<file path="config.mk">
export PLATFORM = sky130hd
export DESIGN_NAME = sinr_ctrl
export DESIGN_NICKNAME = d
export VERILOG_FILES = /design/src/hdl/sinr_per_user_calculator_defines.svh /design/src/hdl/sinr_pkg.sv /design/src/hdl/sinr_ctrl.sv
export SDC_FILE = /design/constraint.sdc
export NUM_CORES = 1
export LEC_CHECK = 0
export BUFFER_PORTS_ARGS = -buffer_cell sky130_fd_sc_hd__buf_2
export CORE_AREA = 2 2 39 41
export DETAILED_ROUTE_END_ITERATION = 10
export DIE_AREA = 0 0 41 43
export PLACE_DENSITY = 0.8
export SYNTH_ARGS = -nofsm -noshare
export SYNTH_HDL_FRONTEND = slang
export SYNTH_SLANG_ARGS = --single-unit
</file>
<file path="constraint.sdc">
create_clock -name i_clk -period 4.56 [get_ports i_clk]
set_clock_uncertainty 0.15 [all_clocks]
set_input_delay 1.368 -clock i_clk [delete_from_list [all_inputs] [get_ports i_clk]]
set_output_delay 1.368 -clock i_clk [all_outputs]
set_load 0.03 [all_outputs]
</file>
<file path="src/hdl/sinr_per_user_calculator_defines.svh">
// Assertion macros for the SINR per user calculator.
// Used by the top level; expects i_clk and i_rst_n in scope.
`ifndef SINR_PER_USER_CALCULATOR_DEFINES_SVH
`define SINR_PER_USER_CALCULATOR_DEFINES_SVH

// check while out of reset
`define SINR_ASSERT(lbl, prop, msg) \
    lbl: assert property (@(posedge i_clk) disable iff (!i_rst_n) prop) else $error(msg);

// check at every edge, reset included
`define SINR_ASSERT_ALWAYS(lbl, prop, msg) \
    lbl: assert property (@(posedge i_clk) prop) else $error(msg);

`endif

</file>
<file path="src/hdl/sinr_pkg.sv">
// Shared types and constants for the SINR per user calculator.
// No dependencies.
package sinr_pkg;

    localparam logic [1:0] OP_PWR     = 2'd0;
    localparam logic [1:0] OP_GAIN    = 2'd1;
    localparam logic [1:0] OP_MATRIX  = 2'd2;
    localparam logic [1:0] OP_COMPUTE = 2'd3;

    localparam logic CFG_USER_COUNT = 1'b0;
    localparam logic CFG_NOISE      = 1'b1;

    localparam int Q_W = 48;

    typedef struct packed {
        logic [1:0]  op;
        logic [4:0]  row;
        logic [4:0]  col;
        logic [31:0] value;
        logic [15:0] tag;
    } t_in;

    typedef struct packed {
        logic [4:0]  user;
        logic [31:0] ratio;
        logic        bad_denominator;
        logic [15:0] tag_out;
    } t_out;

    typedef struct packed {
        logic capture;
        logic issue;
        logic start_noise;
        logic store_noise;
        logic start_ratio;
        logic fin_ok;
        logic fin_bad;
    } t_cmd;

    typedef struct packed {
        logic bad_pre;
        logic n_zero;
        logic sum_last;
        logic pipe_busy;
        logic div_done;
        logic den_bad;
        logic out_busy;
    } t_stat;

endpackage

</file>
<file path="src/hdl/sinr_ctrl.sv">
// Controller: sequences lookup, weighted sum, up to two divisions and result load.
// Depends on sinr_pkg.
module sinr_ctrl
    import sinr_pkg::*;
(
    input  logic  i_clk,
    input  logic  i_rst_n,
    input  logic  i_accept,
    input  logic  i_compute,
    input  t_stat i_stat,
    output t_cmd  o_cmd,
    output logic  o_ready
);

    typedef enum logic [9:0] {
        S_IDLE  = 10'b0000000001,
        S_CHECK = 10'b0000000010,
        S_SUM   = 10'b0000000100,
        S_DRAIN = 10'b0000001000,
        S_NDIV  = 10'b0000010000,
        S_DCHK  = 10'b0000100000,
        S_RDIV  = 10'b0001000000,
        S_FOK   = 10'b0010000000,
        S_FBAD  = 10'b0100000000,
        S_SPARE = 10'b1000000000
    } t_state;

    t_state r_state;
    t_state n_state;

    always_comb begin
        n_state = r_state;
        o_cmd   = '0;
        case (r_state)
            S_IDLE: begin
                if (i_accept && i_compute) begin
                    n_state = S_CHECK;
                end
            end
            S_CHECK: begin
                o_cmd.capture = 1'b1;
                if (i_stat.bad_pre) begin
                    n_state = S_FBAD;
                end else if (i_stat.n_zero) begin
                    n_state = S_DRAIN;
                end else begin
                    n_state = S_SUM;
                end
            end
            S_SUM: begin
                o_cmd.issue = 1'b1;
                if (i_stat.sum_last) begin
                    n_state = S_DRAIN;
                end
            end
            S_DRAIN: begin
                if (!i_stat.pipe_busy) begin
                    o_cmd.start_noise = 1'b1;
                    n_state = S_NDIV;
                end
            end
            S_NDIV: begin
                if (i_stat.div_done) begin
                    o_cmd.store_noise = 1'b1;
                    n_state = S_DCHK;
                end
            end
            S_DCHK: begin
                if (i_stat.den_bad) begin
                    n_state = S_FBAD;
                end else begin
                    o_cmd.start_ratio = 1'b1;
                    n_state = S_RDIV;
                end
            end
            S_RDIV: begin
                if (i_stat.div_done) begin
                    n_state = S_FOK;
                end
            end
            S_FOK: begin
                if (!i_stat.out_busy) begin
                    o_cmd.fin_ok = 1'b1;
                    n_state = S_IDLE;
                end
            end
            S_FBAD: begin
                if (!i_stat.out_busy) begin
                    o_cmd.fin_bad = 1'b1;
                    n_state = S_IDLE;
                end
            end
            default: begin
                n_state = S_IDLE;
            end
        endcase
    end

    always_ff @(posedge i_clk) begin
        if (!i_rst_n) begin
            r_state <= S_IDLE;
        end else begin
            r_state <= n_state;
        end
    end

    assign o_ready = r_state == S_IDLE;

endmodule

</file>
Word-level counts from Yosys, hierarchy flattened --
Cells that the tools add are included.
Storage, ports and cells: register bits 10, input port bits 11, output and inout bits 8, word-level logic and storage cells 40
Cells by class: eq/ne operators 15, muxes and demuxes 21, reduce and logical (&&, ||, !) cells 3
Operators by type and width (number):
- 10-bit case mux with 8 select lines | 1
- 10-bit 2-to-1 mux | 7
- 1-bit 2-to-1 mux | 11
- 10-bit by 1-bit equality test with 1-bit output (second input constant) | 1
- 10-bit by 2-bit equality test with 1-bit output (second input constant) | 1
- 10-bit by 3-bit equality test with 1-bit output (second input constant) | 1
- 10-bit by 4-bit equality test with 1-bit output (second input constant) | 1
- 10-bit by 5-bit equality test with 1-bit output (second input constant) | 1
- 10-bit by 6-bit equality test with 1-bit output (second input constant) | 1
- 10-bit by 7-bit equality test with 1-bit output (second input constant) | 1
- 10-bit by 8-bit equality test with 1-bit output (second input constant) | 1
- 10-bit by 9-bit equality test with 1-bit output (second input constant) | 1
- 2-bit != test (second input constant) | 5
- 9-bit 2-to-1 mux | 1
- 6-bit AND reduction | 1
- 4-bit 2-to-1 mux | 1
- 2-bit by 1-bit != test with 1-bit output (second input constant) | 1
- 2-bit OR reduction | 1
- 1-bit logical AND | 1

Longest topological paths before layout --
depth in word-level cells 4, mapped depth 6, mapped depth without buffers 5

Worst setup path after synthesis --
Ideal clock, no wire load.
kind in2out, start point in i_stat[0] (netlist name), end point out o_cmd[0] (netlist name), data arrival time 2282 ps, required time 3042 ps, setup slack 760 ps, stages 2, buffers on the path 0, cell sequence nand3b_1 -> nor3b_1
RTL lines:
- start, declared | RTL line sinr_ctrl.sv:10 | input t_stat i_stat,
- end, declared | RTL line sinr_ctrl.sv:11 | output t_cmd o_cmd,

==> impl.org <==
** Run status
- Result of the run :: completed

** Synthesis
- Async S/R FF share, synth :: 0
- Top cell type by total area after synthesis :: sky130_fd_sc_hd__dfxtp_1
- Count of state elements after synthesis :: 9
- Post-synthesis cell type count :: 37
- Summing every instance area after synthesis gives 667 um^2.
- The cell count after synthesis came out at 83.
- Most common cell in the netlist :: sky130_fd_sc_hd__nor2_1
- Yosys attributes the largest share of cell area to sky130_fd_sc_hd__dfxtp_1 (27%), sky130_fd_sc_hd__nor2_1 (6.2%), sky130_fd_sc_hd__o21ai_0 (4.5%).
- Number of enable flip-flop cells after synthesis :: 0
- By count the netlist is led by sky130_fd_sc_hd__nor2_1 (11), sky130_fd_sc_hd__dfxtp_1 (9), sky130_fd_sc_hd__o21ai_0 (6), sky130_fd_sc_hd__clkbuf_1 (5).
- After synthesis, the mean cell area works out to 8.03 um^2.
- Ys flop type :: sky130_fd_sc_hd__dfxtp_1
- Nets in the synthesized netlist :: 94
- The share of synthesized area in the top cell type comes to 0.270.
- Yosys warns :: 0
- Of the synthesized area, sequential elements account for 0.270.

** Setup path
- The most critical setup path has its startpoint at r_state[8]$_SDFFE_PN0P_.
- Critical-path maximum fanout :: 7
- R2r startpoint :: r_state[8]$_SDFFE_PN0P_
- The worst setup path is captured at a primary output.
- Critical path arrival :: 2.34 ns
- Counting both buffers and inverters, the worst setup path holds a total of 1.
- Worst path slowest cell :: sky130_fd_sc_hd__or3_2
- Kind of critical path :: register to primary output
- The worst setup path is launched from a register.
- Stage delay of the slowest cell on the critical path :: 0.49 ns
- In this design, the largest share of critical-path delay is due to simple AND/OR/NAND/NOR gates.
- Crit path cell chain :: or2_4 > or4_4 > or3_2 > nor4b_4 > buf_2
- Required time of the critical path :: 3.04 ns

** Die
- Ports placed on the boundary :: 19
- The die is 43 um tall.
- The die covers 0.00176 mm^2.
- The floorplan step defined a core boundary enclosing 0.00138 mm^2.
- Measured along the x axis, the die boundary spans 41 um.
- The initial utilization of the core area, before any placement, comes to 0.482.
- Total number of placement rows :: 14

** Routing
- For this run, the detailed router's first-pass iteration total came to 5.
- Dividing the detail-routed wire length by the instance count gives 11.9 um.
- Vias :: 642
- In this run the remaining antenna-violating nets after routing total 0.
- For this block, the routed nets add up to 1.38 mm of wire.
- Vias per inst :: 5.53
- Count of routing violations after the opening detailed-route iteration :: 6
- In the routed design, unresolved DRC markers number 0.

** Global routing
- Entering global routing, the biggest net connects 12 pins.
- Summed over all layers, the global routing overflow is 0.
- Global-route wire length before repair :: 2.18 mm
- The via count of the first global-routing pass came to 543.
- All-Layer GR Usage :: 0.180
- The initial antenna violation count is 0.

** Power and ir drop
- Leakage power :: 0.000315 uW
- Relative contribution of sequential cells to total power :: 0.406
- In this run the power spent charging and discharging nets is 79.1 uW.
- Across the VDD grid, the largest voltage drop is 138 uV.
- In this run the power density over the cells is 291 mW/mm^2.
- Of the total power, combinational logic draws 0.318.
- Pint :: 149 uW
- Net switching share of the total power :: 0.347
- Clock network fraction of total power :: 0.275

** Layout
- # nets final :: 112
- Number of flip-flops in the largest register :: 9
- The largest registers in the layout are r_state: 9 flops.
- Antenna fix cells :: 0
- Fraction of layout instances using a drive strength above 1 :: 0.300
- Post-Route Utilization :: 0.567
- Largest reg by FF count :: r_state
- The area growth from synthesis to layout is 17.6%.
- Layout Cell Area excl Fill :: 785 um^2
- Fill cells in the final layout number 139.

** Timing
- Slew Limit Headroom :: 0.679
- Max Clock Freq :: 259 MHz
- The clock period could shrink to 3.86 ns.
- The number of hold violations in the final report is 0.
- Dividing the final minimum period by the clock period gives 0.846.
- For the pin with the worst max-slew slack, the measured transition is 0.477 ns.
- Setup repair after global routing left no endpoint under its margin.
- Setup violations remaining at the end of the flow were counted as 0.
- The max-slew violation count was 0.
- Total Negative Setup Slacks :: 0 ns

** Flow run
- Max-cap check violation count :: 0

** Place
- After legalization and detailed placement, the total HPWL measured 1.03 mm.
- In this run the cell area measured after placement is 758 um^2.
- Final weighted congestion in routability-driven placement :: 0.794
- Count of port buffers added during placement :: 18

** CTS
- Post-CTS repair changed the size of 0 cells.
- Maximum count of clock buffers along a single path :: 2
- Setup Fix Bufs, Post-CTS :: 0
- Clock-pin slew was measured on the worst setup and hold paths at 0.06 ns.
- Hold bufs inserted after CTS :: 0
- TritonCTS built the clock tree.
- Counting every sink on the clock net gives 9.
- Worst-skew pair later-pin latency :: 0.26 ns
- TritonCTS created 3 clock buffers.
- CTS built an H-tree with a depth of 1.
- Root buffer cell :: sky130_fd_sc_hd__clkbuf_4

** Hold path
- The worst hold path belongs to the class register to register.
- Start point of the worst min-delay path :: r_state[3]$_SDFFE_PN0P_
-- per-stage QoR --
step / setup WS, ns / hold WS, ns / instances / power, uW
CTS: 0.695 / 0.483 / 116 / 230
floorplan: 0.760 / 0.403 / 83 / 148
finish: 0.704 / 0.479 / 116 / 228
global route: 0.581 / 0.525 / 116 / 244
detailed placement: 0.989 / 0.470 / 112 / 166
global placement: 1.01 / 0.464 / 112 / 166
-- cell families (layout without fill, tap and decap cells) --
| group | Yosys count | after routing | share of synthesized area |
|---|---|---|---|
| and+or+nand+nor | 48 | 48 | 0.482 |
| AOI/OAI and AO/OA | 17 | 17 | 0.173 |
| DFF | 9 | 9 | 0.270 |
| buffers and inverters | 6 | 23 | 0.0338 |
| xor gates and xnor gates | 2 | 2 | 0.0263 |
| muxes | 1 | 1 | 0.0150 |
-- path summary, 6_finish.rpt --
| check | depth (start not counted) | end | slack [ns] |
|---|---|---|---|
| setup / recovery | 5 | o_cmd[4] | 0.70 |
| hold / removal | 2 | r_state[3]$_SDFFE_PN0P_ | 0.48 |
| setup reg to reg | 5 | r_state[3]$_SDFFE_PN0P_ | 2.36 |
| hold reg to reg | 2 | r_state[3]$_SDFFE_PN0P_ | 0.48 |
-- worst register-to-register path, cell delays in order, from the launching register on --
cell,delay (ns)
sky130_fd_sc_hd__dfxtp_1,0.37
sky130_fd_sc_hd__or2_4,0.27
sky130_fd_sc_hd__or4_4,0.44
sky130_fd_sc_hd__or4_1,0.47
sky130_fd_sc_hd__or3_1,0.31
sky130_fd_sc_hd__a21oi_1,0.12
-- power groups by stage --
stage	Combinational, uW	Sequential [uW]	Clock (uW)
5_1_grt	79.8	94.6	69.2
6_report	72.6	92.6	62.8
2_1_floorplan	59.7	88.7	0
4_1_cts	72.9	92.4	64.4
3_3_place_gp	71.8	94.0	0
3_5_place_dp	72.2	94.1	0
-- layout make-up --
cell class                      count  area [um^2]  area share
Clock buffer                        4         26.3      0.0335
Inverter                            1         3.75     0.00478
Multi-Input combinational cell     68          464       0.592
Sequential cell                     9          180       0.230
Tap cell                           16         20.0      0.0255
Timing Repair Buffer               18         90.1       0.115
-- routing by layer --
layer	share of wire	track usage	wire [um]	vias to the layer above
met4	0.014	0.100	19	0
met1	0.46	0.224	635	282
met5	0	0	0	-
li1	-	-	-	341
met3	0.056	0.0314	77	2
met2	0.47	0.278	647	17
-- layout by cell type (no fill, tap or decap), types with 2 or more instances in the layout --
master / count
sky130_fd_sc_hd__nor4b_1: 3
sky130_fd_sc_hd__dfxtp_1: 9
sky130_fd_sc_hd__nand2_1: 4
sky130_fd_sc_hd__buf_2: 18
sky130_fd_sc_hd__a21oi_1: 2
sky130_fd_sc_hd__o21a_1: 3
sky130_fd_sc_hd__or4_1: 2
sky130_fd_sc_hd__clkbuf_4: 3
sky130_fd_sc_hd__nor4_1: 2
sky130_fd_sc_hd__and3_1: 2
sky130_fd_sc_hd__o21ai_0: 6
sky130_fd_sc_hd__nor3b_1: 4
sky130_fd_sc_hd__and2_1: 3
sky130_fd_sc_hd__nand3b_1: 3
sky130_fd_sc_hd__nor2_1: 11
sky130_fd_sc_hd__or3b_2: 2
No activity file was read; power rests on OpenSTA's default activity.
